--- config.mk ---
export PLATFORM = sky130hd
export DESIGN_NAME = ipv4_flow_header_classifier
export DESIGN_NICKNAME = d
export VERILOG_FILES = /design/src/hw/rtl/ifhc_pkg.sv /design/src/hw/rtl/ipv4_flow_header_classifier.sv /design/src/hw/rtl/ifhc_capture.sv /design/src/hw/rtl/ifhc_decide.sv /design/src/hw/rtl/ifhc_out.sv
export SDC_FILE = /design/constraint.sdc
export NUM_CORES = 1
export LEC_CHECK = 0
export BUFFER_PORTS_ARGS = -buffer_cell sky130_fd_sc_hd__buf_4
export CAP_MARGIN = 10
export CORE_ASPECT_RATIO = 0.5
export CORE_UTILIZATION = 40
export DETAILED_ROUTE_END_ITERATION = 10
export SETUP_SLACK_MARGIN = 0.3
export SYNTH_ARGS = -nofsm -noshare
export SYNTH_HDL_FRONTEND = slang
export SYNTH_SLANG_ARGS = --single-unit
--- constraint.sdc ---
create_clock -name clock -period 11.5 [get_ports clock]
set_clock_uncertainty 0.1 [all_clocks]
set_input_delay 0 -clock clock [delete_from_list [all_inputs] [get_ports clock]]
set_output_delay 0 -clock clock [all_outputs]
set_load 0.03 [all_outputs]
--- src/hw/rtl/ifhc_pkg.sv ---
// Types and constants of the IPv4 flow header classifier.
package ifhc_pkg;

   localparam int MAX_FRAME_BYTES = 16383;
   localparam int COUNT_W = $clog2(MAX_FRAME_BYTES + 1);

   typedef logic [COUNT_W-1:0] count_type;

   localparam count_type MAX_COUNT = count_type'(MAX_FRAME_BYTES);

   // minimum frame lengths for each check
   localparam count_type MIN_ETH_LEN      = count_type'(14);
   localparam count_type MIN_IP_LEN       = count_type'(34);
   localparam count_type MIN_UDP_LEN      = count_type'(42);
   localparam count_type MIN_TCP_LEN      = count_type'(54);
   localparam count_type MIN_ICMP_LEN     = count_type'(42);
   localparam count_type MIN_QUOTE_LEN    = count_type'(62);
   localparam count_type MIN_QUOTE_L4_LEN = count_type'(66);

   localparam logic [15:0] ETH_HDR_BYTES       = 16'd14;
   localparam logic [15:0] MIN_IP_TOTAL        = 16'd20;
   localparam logic [15:0] ETH_TYPE_IPV4       = 16'h0800;
   localparam logic [15:0] FRAG_MORE           = 16'h2000;
   localparam logic [15:0] FRAG_OFFSET_MASK    = 16'h1FFF;
   localparam logic [15:0] ICMP_PMTU_TYPE_CODE = 16'h0304;
   localparam logic [3:0]  IP_VERSION_4        = 4'd4;
   localparam logic [3:0]  IP_IHL_PLAIN        = 4'd5;
   localparam logic [7:0]  PROTO_ICMP          = 8'd1;
   localparam logic [7:0]  PROTO_TCP           = 8'd6;
   localparam logic [7:0]  PROTO_UDP           = 8'd17;
   localparam logic [7:0]  TCP_FLAG_SYN        = 8'h02;
   localparam logic [7:0]  TCP_FLAG_ACK        = 8'h10;

   localparam logic [1:0] VERDICT_FLOW = 2'd0;
   localparam logic [1:0] VERDICT_PASS = 2'd1;
   localparam logic [1:0] VERDICT_DROP = 2'd2;

   localparam logic [2:0] REASON_NONE     = 3'd0;
   localparam logic [2:0] REASON_SHORT    = 3'd1;
   localparam logic [2:0] REASON_VERSION  = 3'd2;
   localparam logic [2:0] REASON_OPTIONS  = 3'd3;
   localparam logic [2:0] REASON_FRAGMENT = 3'd4;

   typedef struct packed {
      logic [15:0] ether_type;
      logic [7:0]  version_ihl;
      logic [7:0]  tos_byte;
      logic [15:0] total_length;
      logic [15:0] fragment_word;
      logic [7:0]  ip_proto;
      logic [31:0] source_addr;
      logic [31:0] dest_addr;
      logic [31:0] l4_ports;
      logic [7:0]  tcp_flag_byte;
      logic [15:0] icmp_type_code;
      logic [7:0]  inner_version_ihl;
      logic [7:0]  inner_proto;
      logic [31:0] inner_source;
      logic [31:0] inner_dest;
      logic [31:0] inner_ports;
   } header_type;

   typedef struct packed {
      logic [1:0]  verdict;
      logic [2:0]  drop_reason;
      logic [31:0] client_addr;
      logic [31:0] service_addr;
      logic [15:0] client_port;
      logic [15:0] service_port;
      logic [7:0]  protocol;
      logic        new_connection;
      logic [15:0] ip_length;
      logic [7:0]  type_of_service;
      logic        from_icmp;
   } result_type;

endpackage

--- src/hw/rtl/ipv4_flow_header_classifier.sv ---
// Top level of the IPv4 flow header classifier.
// Throughput: one frame byte per cycle while req_stall is low, back to back, frames may follow with no gap.
// The last byte's verdict is registered into the output register (or the skid entry) and shows on rsp_valid.
// req_stall rises only while two verdicts wait (output register plus skid entry).
// Reset (synchronous, active high) clears the byte count, captured fields,
// icmp_pmtu_enable and the valid flags of both result slots.
module ipv4_flow_header_classifier import ifhc_pkg::*; (
   input  logic        clock,
   input  logic        reset,
   // byte request channel
   input  logic        req_valid,
   output logic        req_stall,
   input  logic [7:0]  req_data_byte,
   input  logic        req_frame_end,
   // verdict channel
   output logic        rsp_valid,
   input  logic        rsp_stall,
   output logic [1:0]  rsp_verdict,
   output logic [2:0]  rsp_drop_reason,
   output logic [31:0] rsp_client_addr,
   output logic [31:0] rsp_service_addr,
   output logic [15:0] rsp_client_port,
   output logic [15:0] rsp_service_port,
   output logic [7:0]  rsp_protocol,
   output logic        rsp_new_connection,
   output logic [15:0] rsp_ip_length,
   output logic [7:0]  rsp_type_of_service,
   output logic        rsp_from_icmp,
   // configuration write
   input  logic        csr_valid,
   output logic        csr_ready,
   input  logic        csr_icmp_pmtu_enable
);

   logic       icmp_pmtu_enable_ff;
   logic       req_accept;
   logic       skid_full;
   header_type hdr_cap;
   count_type  count_cap;
   result_type decided;
   result_type rsp_result;

   // config writes are always accepted and registered
   assign csr_ready = 1'b1;

   always_ff @(posedge clock) begin
      if (reset) begin
         icmp_pmtu_enable_ff <= 1'b0;
      end else if (csr_valid && csr_ready) begin
         icmp_pmtu_enable_ff <= csr_icmp_pmtu_enable;
      end
   end

   // stall is a register: it only reflects a full skid slot
   assign req_stall  = skid_full;
   assign req_accept = req_valid && !req_stall;

   // captured view includes the byte being accepted, so the last
   // byte's fields feed the verdict in the same cycle
   ifhc_capture u_capture (
      .clock         (clock),
      .reset         (reset),
      .req_accept    (req_accept),
      .req_data_byte (req_data_byte),
      .req_frame_end (req_frame_end),
      .hdr_cap       (hdr_cap),
      .count_cap     (count_cap)
   );

   ifhc_decide u_decide (
      .hdr              (hdr_cap),
      .frame_len        (count_cap),
      .icmp_pmtu_enable (icmp_pmtu_enable_ff),
      .result           (decided)
   );

   // one verdict per accepted last byte
   ifhc_out u_out (
      .clock       (clock),
      .reset       (reset),
      .push        (req_accept && req_frame_end),
      .push_result (decided),
      .rsp_stall   (rsp_stall),
      .rsp_valid   (rsp_valid),
      .rsp_result  (rsp_result),
      .skid_full   (skid_full)
   );

   assign rsp_verdict         = rsp_result.verdict;
   assign rsp_drop_reason     = rsp_result.drop_reason;
   assign rsp_client_addr     = rsp_result.client_addr;
   assign rsp_service_addr    = rsp_result.service_addr;
   assign rsp_client_port     = rsp_result.client_port;
   assign rsp_service_port    = rsp_result.service_port;
   assign rsp_protocol        = rsp_result.protocol;
   assign rsp_new_connection  = rsp_result.new_connection;
   assign rsp_ip_length       = rsp_result.ip_length;
   assign rsp_type_of_service = rsp_result.type_of_service;
   assign rsp_from_icmp       = rsp_result.from_icmp;

endmodule

--- src/hw/rtl/ifhc_capture.sv ---
// Byte counter and header field capture registers.
module ifhc_capture import ifhc_pkg::*; (
   input  logic       clock,
   input  logic       reset,
   input  logic       req_accept,
   input  logic [7:0] req_data_byte,
   input  logic       req_frame_end,
   output header_type hdr_cap,
   output count_type  count_cap
);

   header_type hdr_ff;
   count_type  count_ff;
   count_type  pos;
   logic [7:0] b;

   assign pos = count_ff;
   assign b   = req_data_byte;

   // saturating count including the current byte
   assign count_cap = (count_ff < MAX_COUNT) ? count_ff + count_type'(1) : count_ff;

   always_comb begin
      hdr_cap = hdr_ff;
      if (pos >= count_type'(12) && pos <= count_type'(13)) begin
         hdr_cap.ether_type = {hdr_ff.ether_type[7:0], b};
      end else if (pos == count_type'(14)) begin
         hdr_cap.version_ihl = b;
      end else if (pos == count_type'(15)) begin
         hdr_cap.tos_byte = b;
      end else if (pos >= count_type'(16) && pos <= count_type'(17)) begin
         hdr_cap.total_length = {hdr_ff.total_length[7:0], b};
      end else if (pos >= count_type'(20) && pos <= count_type'(21)) begin
         hdr_cap.fragment_word = {hdr_ff.fragment_word[7:0], b};
      end else if (pos == count_type'(23)) begin
         hdr_cap.ip_proto = b;
      end else if (pos >= count_type'(26) && pos <= count_type'(29)) begin
         hdr_cap.source_addr = {hdr_ff.source_addr[23:0], b};
      end else if (pos >= count_type'(30) && pos <= count_type'(33)) begin
         hdr_cap.dest_addr = {hdr_ff.dest_addr[23:0], b};
      end else if (pos >= count_type'(42) && pos <= count_type'(65)) begin
         // ICMP quote area; TCP flags sit inside it as well
         if (pos == count_type'(42)) begin
            hdr_cap.inner_version_ihl = b;
         end else if (pos == count_type'(51)) begin
            hdr_cap.inner_proto = b;
         end else if (pos >= count_type'(54) && pos <= count_type'(57)) begin
            hdr_cap.inner_source = {hdr_ff.inner_source[23:0], b};
         end else if (pos >= count_type'(58) && pos <= count_type'(61)) begin
            hdr_cap.inner_dest = {hdr_ff.inner_dest[23:0], b};
         end else if (pos >= count_type'(62)) begin
            hdr_cap.inner_ports = {hdr_ff.inner_ports[23:0], b};
         end
         if (pos == count_type'(47)) begin
            hdr_cap.tcp_flag_byte = b;
         end
      end
      if (pos >= count_type'(34) && pos <= count_type'(37)) begin
         hdr_cap.l4_ports = {hdr_ff.l4_ports[23:0], b};
      end
      if (pos >= count_type'(34) && pos <= count_type'(35)) begin
         hdr_cap.icmp_type_code = {hdr_ff.icmp_type_code[7:0], b};
      end
   end

   // everything clears after the last byte of a frame
   always_ff @(posedge clock) begin
      if (reset) begin
         hdr_ff   <= '0;
         count_ff <= '0;
      end else if (req_accept) begin
         if (req_frame_end) begin
            hdr_ff   <= '0;
            count_ff <= '0;
         end else begin
            hdr_ff   <= hdr_cap;
            count_ff <= count_cap;
         end
      end
   end

endmodule

--- src/hw/rtl/ifhc_decide.sv ---
// Verdict logic over the captured header of a finished frame.
module ifhc_decide import ifhc_pkg::*; (
   input  header_type hdr,
   input  count_type  frame_len,
   input  logic       icmp_pmtu_enable,
   output result_type result
);

   logic [16:0] ip_need;
   logic [16:0] len_ext;
   logic        is_tcp;
   logic        is_udp;
   logic        inner_l4;

   assign ip_need  = 17'(hdr.total_length) + 17'(ETH_HDR_BYTES);
   assign len_ext  = 17'(frame_len);
   assign is_tcp   = (hdr.ip_proto == PROTO_TCP);
   assign is_udp   = (hdr.ip_proto == PROTO_UDP);
   assign inner_l4 = (hdr.inner_proto == PROTO_TCP) || (hdr.inner_proto == PROTO_UDP);

   always_comb begin
      result         = '0;
      result.verdict = VERDICT_DROP;
      priority if (frame_len < MIN_ETH_LEN) begin
         result.drop_reason = REASON_SHORT;
      end else if (hdr.ether_type != ETH_TYPE_IPV4) begin
         result.verdict = VERDICT_PASS;
      end else if (frame_len < MIN_IP_LEN) begin
         result.drop_reason = REASON_SHORT;
      end else if (hdr.version_ihl[7:4] != IP_VERSION_4) begin
         result.drop_reason = REASON_VERSION;
      end else if (hdr.version_ihl[3:0] != IP_IHL_PLAIN) begin
         result.drop_reason = REASON_OPTIONS;
      end else if ((hdr.fragment_word & (FRAG_MORE | FRAG_OFFSET_MASK)) != 16'd0) begin
         result.drop_reason = REASON_FRAGMENT;
      end else if (hdr.total_length < MIN_IP_TOTAL || ip_need > len_ext) begin
         result.drop_reason = REASON_SHORT;
      end else if (is_tcp || is_udp) begin
         if (frame_len < (is_tcp ? MIN_TCP_LEN : MIN_UDP_LEN)) begin
            result.drop_reason = REASON_SHORT;
         end else begin
            result.verdict         = VERDICT_FLOW;
            result.client_addr     = hdr.source_addr;
            result.service_addr    = hdr.dest_addr;
            result.client_port     = hdr.l4_ports[31:16];
            result.service_port    = hdr.l4_ports[15:0];
            result.protocol        = hdr.ip_proto;
            result.new_connection  = is_tcp && ((hdr.tcp_flag_byte & TCP_FLAG_SYN) != 8'd0)
                                     && ((hdr.tcp_flag_byte & TCP_FLAG_ACK) == 8'd0);
            result.ip_length       = hdr.total_length;
            result.type_of_service = hdr.tos_byte;
         end
      end else if (hdr.ip_proto != PROTO_ICMP) begin
         result.verdict = VERDICT_PASS;
      end else if (frame_len < MIN_ICMP_LEN) begin
         result.drop_reason = REASON_SHORT;
      end else if (!icmp_pmtu_enable || hdr.icmp_type_code != ICMP_PMTU_TYPE_CODE) begin
         result.verdict = VERDICT_PASS;
      end else if (frame_len < MIN_QUOTE_LEN) begin
         result.drop_reason = REASON_SHORT;
      end else if (hdr.inner_version_ihl[3:0] != IP_IHL_PLAIN || !inner_l4) begin
         result.verdict = VERDICT_PASS;
      end else if (frame_len < MIN_QUOTE_L4_LEN) begin
         result.drop_reason = REASON_SHORT;
      end else begin
         // quoted packet went service to client: swap it back
         result.verdict         = VERDICT_FLOW;
         result.client_addr     = hdr.inner_dest;
         result.service_addr    = hdr.inner_source;
         result.client_port     = hdr.inner_ports[15:0];
         result.service_port    = hdr.inner_ports[31:16];
         result.protocol        = hdr.inner_proto;
         result.ip_length       = hdr.total_length;
         result.type_of_service = hdr.tos_byte;
         result.from_icmp       = 1'b1;
      end
   end

endmodule

--- src/hw/rtl/ifhc_out.sv ---
// Result register with a one-entry skid buffer.
module ifhc_out import ifhc_pkg::*; (
   input  logic       clock,
   input  logic       reset,
   input  logic       push,
   input  result_type push_result,
   input  logic       rsp_stall,
   output logic       rsp_valid,
   output result_type rsp_result,
   output logic       skid_full
);

   logic       main_valid_ff;
   result_type main_ff;
   logic       skid_valid_ff;
   result_type skid_ff;
   logic       pop;

   assign pop        = main_valid_ff && !rsp_stall;
   assign rsp_valid  = main_valid_ff;
   assign rsp_result = main_ff;
   assign skid_full  = skid_valid_ff;

   always_ff @(posedge clock) begin
      if (reset) begin
         main_valid_ff <= 1'b0;
         skid_valid_ff <= 1'b0;
      end else if (skid_valid_ff) begin
         // input is stalled while the skid holds a result
         if (pop) begin
            skid_valid_ff <= 1'b0;
         end
      end else if (push) begin
         if (!main_valid_ff || pop) begin
            main_valid_ff <= 1'b1;
         end else begin
            skid_valid_ff <= 1'b1;
         end
      end else if (pop) begin
         main_valid_ff <= 1'b0;
      end
   end

   always_ff @(posedge clock) begin
      if (skid_valid_ff) begin
         if (pop) begin
            main_ff <= skid_ff;
         end
      end else if (push) begin
         if (!main_valid_ff || pop) begin
            main_ff <= push_result;
         end else begin
            skid_ff <= push_result;
         end
      end
   end

endmodule

==> results.cfg, run 1 <==
[grt]
antenna_found_initial = 1
grt_start_max_net_pins = 223
grt_overflow_total = 0
busiest_layer = met2
grtUsageTotal_pct = 23.0
grt_pass1_vias = 20200
grt_pass1_wl_mm = 123
grt_use_met3_pct = 3.64
gr-usage-met1_pct = 33.5
grt_util_met2_pct = 35.5

[place]
io_buffers = 151
globalplace.congestion = 0.885
post-dp-hpwl_mm = 49.2

[cts]
h-tree-depth = 2
cts_buffer_depth = 3
cts_tree = yes
clk_pin_slew_ns = 0.08
cts.sinks = 579
cts_buffers = 53
clk_latency_ns = 0.62
clockRootBuffer = clkbuf_16

[sta]
setup_viol = 0
fmax_ghz = 0.136
holdWs_ns = 0.229
post-route-min-period_ns = 7.38
finalMaxSlewViolations = 0
fin_setup_tns_ns = 0
slew_headroom_pct = 16.5
tightest_slew_ns = 1.25
final-hold-violation-count = 0
rsz0062_at_grt = false
fin_crit_sh_pct = 64.1

[routing]
viasPerCell = 5.97
finalWirelength_mm = 80.5
antenna_left = 0
wl_per_cell_um = 22.5
drt_iter0_markers = 2297
drc = 0
vias = 21400
first_pass_iters = 8

[power_and_ir_drop]
peakVddDrop_uv = 109
powerDensity_nw_per_um2 = 137
power.leakage_uw = 0.0109

[synth]
synth_warnings = 0
synth_cell_type_count = 70
syn_area_per_cell_um2 = 10.4
synth_edf_count = 270
seq_area_frac_synth_pct = 52.8
synthSimpleGateAreaFrac_pct = 13.2
synth-async-reset-ratio_pct = 0
synth_top_family_by_area = compound AO/OA/AOI/OAI gates
synth_area_um2 = 27000
syn_inst = 2609
synthAdderAreaFrac_pct = 1.02
synth.area.mux_share_pct = 8.59
synth_compound_gate_area_share_pct = 19.9
synth-seq-cells = 579
synth-xor-area-share_pct = 0.842
yosys_most_used_dff = dfxtp_1

[floorplanning]
dieHeight_um = 186
core-area_um2 = 65900
die_width_um = 370
num_rows = 66
num_io_pins = 153
start_util_pct = 41.0
dieArea_um2 = 68700

[critical_path]
cp_max_fo = 68
crit_chain = or4_1 > or2_1 > nor4_4 > buf_4 > mux2i_1 > ha_1 > o211a_1 > nor2_1 > nand3_1 > xor2_1 > a21oi_1 > ha_1 > and2_1 > nand4_1 > nor4_1 > a21o_1 > o21bai_1 > a211oi_4 > and2_1 > nand3b_1 > buf_4 > buf_4 > o22ai_1
path_buf_inv = 3
reg2regPathDepth = 23
cp.required_ns = 11.71
reg2reg_from = u_capture.count_ff[8]
crit_path_frequent_cell = buf_4
worstSetupEndpointType = flop
crit_family = simple AND/OR/NAND/NOR gates
rr_endpoint = u_out.skid_ff[82]
cp-start-kind = flop
cp_slowest_cell = buf_4
crit_type = flop to flop
cp_data_arrival_time_ns = 7.58
r2r_setup_slack_ns = 4.12
critPathMaxStageDelay_ns = 0.87

[layout]
drive_above_1_share_pct = 12.5
areaGrowthSynthToFinish_pct = 13.7
antennaDiodeCount = 0
layout.nets = 2688

[min_path]
min_from = rsp_stall
hold_class = input pin to flop
min_to = u_out.skid_full
hold_depth = 5

[run]
cap_viol_max_count = 0

[run_status]
status = completed
-- cell usage in the layout, fill, tap and decap left out, drive strengths merged, types with 21 or more instances in the layout --
| cell type | synthesis | final |
|---|---|---|
| a22oi | 294 | 294 |
| nor3 | 85 | 85 |
| mux2i | 224 | 224 |
| edfxtp | 270 | 270 |
| inv | 17 | 21 |
| nand3 | 30 | 30 |
| nor2 | 374 | 374 |
| o21ai | 98 | 98 |
| clkbuf | 202 | 68 |
| ha | 22 | 22 |
| a211o | 32 | 32 |
| nand4 | 22 | 22 |
| nand2 | 135 | 135 |
| buf | 29 | 198 |
| o22ai | 100 | 100 |
| a21oi | 60 | 60 |
| o31a | 65 | 65 |
| o31ai | 27 | 27 |
| clkinv | 1 | 22 |
| dfxtp | 309 | 309 |
-- worst register-to-register path, cell delays in order, from the launching register on --
cell	delay, ns
dfxtp_1	0.39
or4_1	0.70
or2_1	0.39
nor4_4	0.30
buf_4	0.39
mux2i_1	0.51
ha_1	0.28
o211a_1	0.22
nor2_1	0.13
nand3_1	0.11
xor2_1	0.15
a21oi_1	0.09
ha_1	0.32
and2_1	0.15
nand4_1	0.12
nor4_1	0.07
a21o_1	0.17
o21bai_1	0.29
a211oi_4	0.10
and2_1	0.22
nand3b_1	0.10
buf_4	0.58
buf_4	0.95
o22ai_1	0.24
-- routing by layer --
| layer | wire [µm] | vias up |
|---|---|---|
| met5 | 13 | - |
| met4 | 1610 | 2 |
| met3 | 5250 | 103 |
| met2 | 35600 | 715 |
| met1 | 38000 | 10600 |
| li1 | - | 9907 |
-- flip-flops by register name (all words and copies together) (netlist names) --
name / count
u_capture.hdr_ff: 292
u_out.rsp_result: 135
u_out.skid_ff: 135
u_capture.count_ff: 14
icmp_pmtu_enable_ff: 1
u_out.rsp_valid: 1
u_out.skid_full: 1
-- cells by family (layout without fill, tap and decap cells) --
group / after synthesis / after routing
and+or+nand+nor: 774 / 774
AOI/OAI and AO/OA: 726 / 726
DFF: 579 / 579
buffers and inverters: 249 / 332
muxes: 231 / 231
xor gates and xnor gates: 26 / 26
adders and majority gates: 22 / 22
other: 2 / 6
-- layout make-up --
type,instances,area (µm²)
inverter,18,67.6
fill,6166,35100
timing repair buffer,214,1670
clock inverter,32,285
tap,884,1110
clock buffer,68,1480
sequential,579,14300
multi-input combinational,1785,11900
-- per-stage QoR --
stage / cell area [µm²] / instances / total power (µW) / setup WS [ns] / utilization [%]
after floorplan: 27100 / 2613 / 2350 / 2.64 / -
after global placement: 28800 / 3464 / 2430 / 4.37 / 43.7
after detailed placement: 28800 / 3464 / 2430 / 4.30 / 43.7
after CTS: 30800 / 3580 / 4260 / 4.27 / 46.7
after global routing: 30800 / 3580 / 4350 / 3.75 / 46.7
final: 30800 / 3580 / 4220 / 4.12 / 46.7
-- power by group --
group          switching (µW)  leakage, µW  internal [µW]
combinational             155      0.00531           48.9
clock                     830     0.000874           1010
sequential               12.2      0.00474           2170
total                     997       0.0109           3230
-- synthesized netlist by cell type, types with 4 or more instances --
cell type  number  area (µm²)
nand4_1        21         131
or2_2           5        31.3
xor2_1          9        78.8
a41oi_1         5        43.8
dfxtp_1       309        6190
nand2b_1       11        68.8
a211o_1        32         280
edfxtp_1      270        8110
o21ai_0        92         460
nand2_1       135         507
buf_1          12        45.0
and4_1          5        43.8
nor3b_1         6        45.0
or4_1           7        52.6
nor3_1         85         425
o31a_1         65         569
a21o_1         14         105
a22oi_1       294        2210
o22ai_1       100         626
inv_1          17        63.8
ha_1           22         275
buf_2          12        60.1
or3_1          12        75.1
o31ai_1         7        52.6
o31ai_4        20         425
nor2_1        374        1400
clkbuf_1      202         758
nor4bb_1        9        90.1
xnor2_1        17         149
and3_1          6        37.5
nor4b_1         4        35.0
o21ai_1         6        30.0
nor2b_1        14        87.6
mux2_2          6        67.6
mux2i_1       224        2240
a21oi_1        60         300
nand3_1        30         150
and2_1         17         106
nor4_1         17         106
nand3b_1        5        37.5
-- how the worst max path moves through the flow --
stage,start,endpoint,slack [ns],cells after the start
6_report,u_capture.count_ff[8],u_out.skid_ff[82],4.12,23
5_1_grt,u_capture.count_ff[8],u_out.skid_ff[112],3.75,23
4_1_cts,u_capture.count_ff[8],u_out.skid_ff[28],4.27,24
3_5_place_dp,u_capture.count_ff[8],u_out.skid_ff[43],4.30,24
3_3_place_gp,u_capture.count_ff[8],u_out.skid_ff[72],4.37,24
2_1_floorplan,u_out.skid_full,u_out.rsp_result[0],2.64,5
-- timing repair --
item / in CTS / in global routing
setup buffers: 0 / 0
hold endpoints to repair: 205 / 0
resized for setup: 0 / 0
hold buffers: 16 / 0
Power figures use the tool's default switching activity.
==> run 2, diff against run 1 <==
==> constraint.sdc (replaced) <==
create_clock -name clock -period 7.55 [get_ports clock]
set_clock_uncertainty 0.1 [all_clocks]
set_input_delay 0 -clock clock [delete_from_list [all_inputs] [get_ports clock]]
set_output_delay 0 -clock clock [all_outputs]
set_load 0.03 [all_outputs]
==> run 2 against run 1 <==
Effect of this change: via count down 0.96%; count of clock-buffer cells in the layout up 10; sequential share of layout area about the same; flip-flop and latch count unchanged; die area unchanged; first-iteration DRC count down 7.3%.
==> results.cfg, run 2 (synthesis results as in run 1) <==
[critical_path]
cp-start-kind = flop
reg2regPathDepth = 22
cp-startpoint = u_capture.count_ff[8]
crit_type = flop to flop
r2r_setup_slack_ns = 0.75
critPathMaxStageDelay_ns = 0.68
cp.required_ns = 7.87
cp_slowest_cell = or4_1
worstSetupEndpointType = flop
cp_data_arrival_time_ns = 7.12
crit_path_end = u_out.skid_ff[109]
crit_chain = or4_1 > or2_1 > nor4_4 > mux2i_1 > ha_1 > o211a_1 > nor2_1 > nand4_1 > xnor2_1 > nor2_1 > a21oi_1 > ha_1 > a21oi_1 > nand2_1 > a221oi_1 > and4b_1 > o21bai_1 > a211oi_4 > and2_1 > nand2_4 > buf_12 > o22ai_1
reg2reg_from = u_capture.count_ff[8]
cp_max_fo = 88
rr_endpoint = u_out.skid_ff[109]

[floorplanning]
dieArea_um2 = 68700
core-area_um2 = 65900
dieHeight_um = 186
num_rows = 66
num_io_pins = 153
start_util_pct = 41.0
die_width_um = 370

[cts]
clk_latency_ns = 0.62
h-tree-depth = 2
cts_buffer_depth = 3
cts.repair.resized = 0
cts.sinks = 579
cts_buffers = 54
cts_tree = yes
clockRootBuffer = clkbuf_16
clk_pin_slew_ns = 0.07

[routing]
drt_iter0_markers = 2130
viasPerCell = 5.91
wl_per_cell_um = 22.2
drc = 0
finalWirelength_mm = 79.5
antenna_left = 0
vias = 21200
first_pass_iters = 8

[grt]
grt_pass1_wl_mm = 120
grt_start_max_net_pins = 131
grt_pass1_vias = 19700
antenna_found_initial = 1
grt_overflow_total = 0
grtUsageTotal_pct = 22.4

[power_and_ir_drop]
peakVddDrop_uv = 192
powerDensity_nw_per_um2 = 207
power.leakage_uw = 0.0109

[sta]
fin_setup_tns_ns = 0
fin_crit_sh_pct = 90.0
final-hold-violation-count = 0
holdWs_ns = 0.0332
finalMaxSlewViolations = 0
rsz0062_at_grt = false
setup_viol = 0
fmax_ghz = 0.147
tightest_slew_ns = 1.26
slew_headroom_pct = 16.2
post-route-min-period_ns = 6.80

[layout]
layout_common_cells = 372 x nor2_1, 308 x dfxtp_1, 293 x a22oi_1
design_area_um2 = 30800
antennaDiodeCount = 0
final_common_cell = nor2_1
drive_above_1_share_pct = 12.6
layout.nets = 2686
largest_reg_flops = 292
areaGrowthSynthToFinish_pct = 13.7
top_register = u_capture.hdr_ff

[place]
io_buffers = 151
place_area_um2 = 28800
globalplace.congestion = 0.916
post-dp-hpwl_mm = 47.8

[min_path]
hold_class = input pin to flop
min_from = req_data_byte[4]
hold_depth = 3

[run_status]
status = completed

[run]
cap_viol_max_count = 0
## run 2: changes by cell type in the layout (fill, tap and decap cells not counted), moves of 2 or more
cell,change
clkbuf_1,+5
bufinv_16,-3
clkinv_1,-6
buf_4,-6
clkinv_8,+2
buf_12,+3
clkbuf_2,+2
## run 2: critical path: cells and delay by family, from the launching register on
kind / cells / cell delay (ns)
simple gates: 10 / 3.15
compound gates: 7 / 1.43
fa+ha+maj: 2 / 0.64
flops: 1 / 0.38
buf+inv: 1 / 0.36
mux: 1 / 0.31
xor+xnor: 1 / 0.14
## run 2: per-layer routing
layer | vias to the layer above | GRT usage (%) | routed length, µm
met2 | 625 | 36.0 | 36500
met1 | 10500 | 31.7 | 37000
li1 | 9905 | - | -
met4 | 2 | 5.82 | 1630
met5 | - | 0 | 13
met3 | 114 | 3.18 | 4350
## run 2: worst min path at each step
stage,end,slack (ns)
4_1_cts,u_out.skid_ff[38],0.0003
2_1_floorplan,icmp_pmtu_enable_ff,0.05
5_1_grt,u_out.skid_ff[54],0.04
3_3_place_gp,icmp_pmtu_enable_ff,0.15
6_report,u_out.skid_ff[70],0.03
3_5_place_dp,icmp_pmtu_enable_ff,0.15
## run 2: metrics by stage
step           util, %  power [µW]  cells  worst slack [ns]
3_3_place_gp      43.8        3700   3461             0.994
3_5_place_dp      43.8        3700   3461             0.881
4_1_cts           46.6        6410   3578             0.861
2_1_floorplan        -        3570   2613              1.38
5_1_grt           46.7        6560   3579             0.429
6_report          46.7        6360   3579             0.755
## run 2: cell type report
class / instances / area, µm²
clock inverters: 24 / 180
multi-input cells: 1785 / 11900
flip-flops and latches: 579 / 14300
fillers: 6120 / 35100
inverters: 18 / 67.6
well taps: 884 / 1110
repair buffers: 211 / 1700
clock buffers: 78 / 1560
## run 2: power by group
part           switching (µW)  internal, µW  total (µW)  leakage [µW]
clock                    1240          1480        2720      0.000860
combinational             234          75.2         309       0.00533
sequential               20.3          3310        3330       0.00474
## run 2: timing repair
item / CTS / global route
hold buffers: 15 / 0
setup buffers: 0 / 0
hold endpoints to repair: 165 / 0
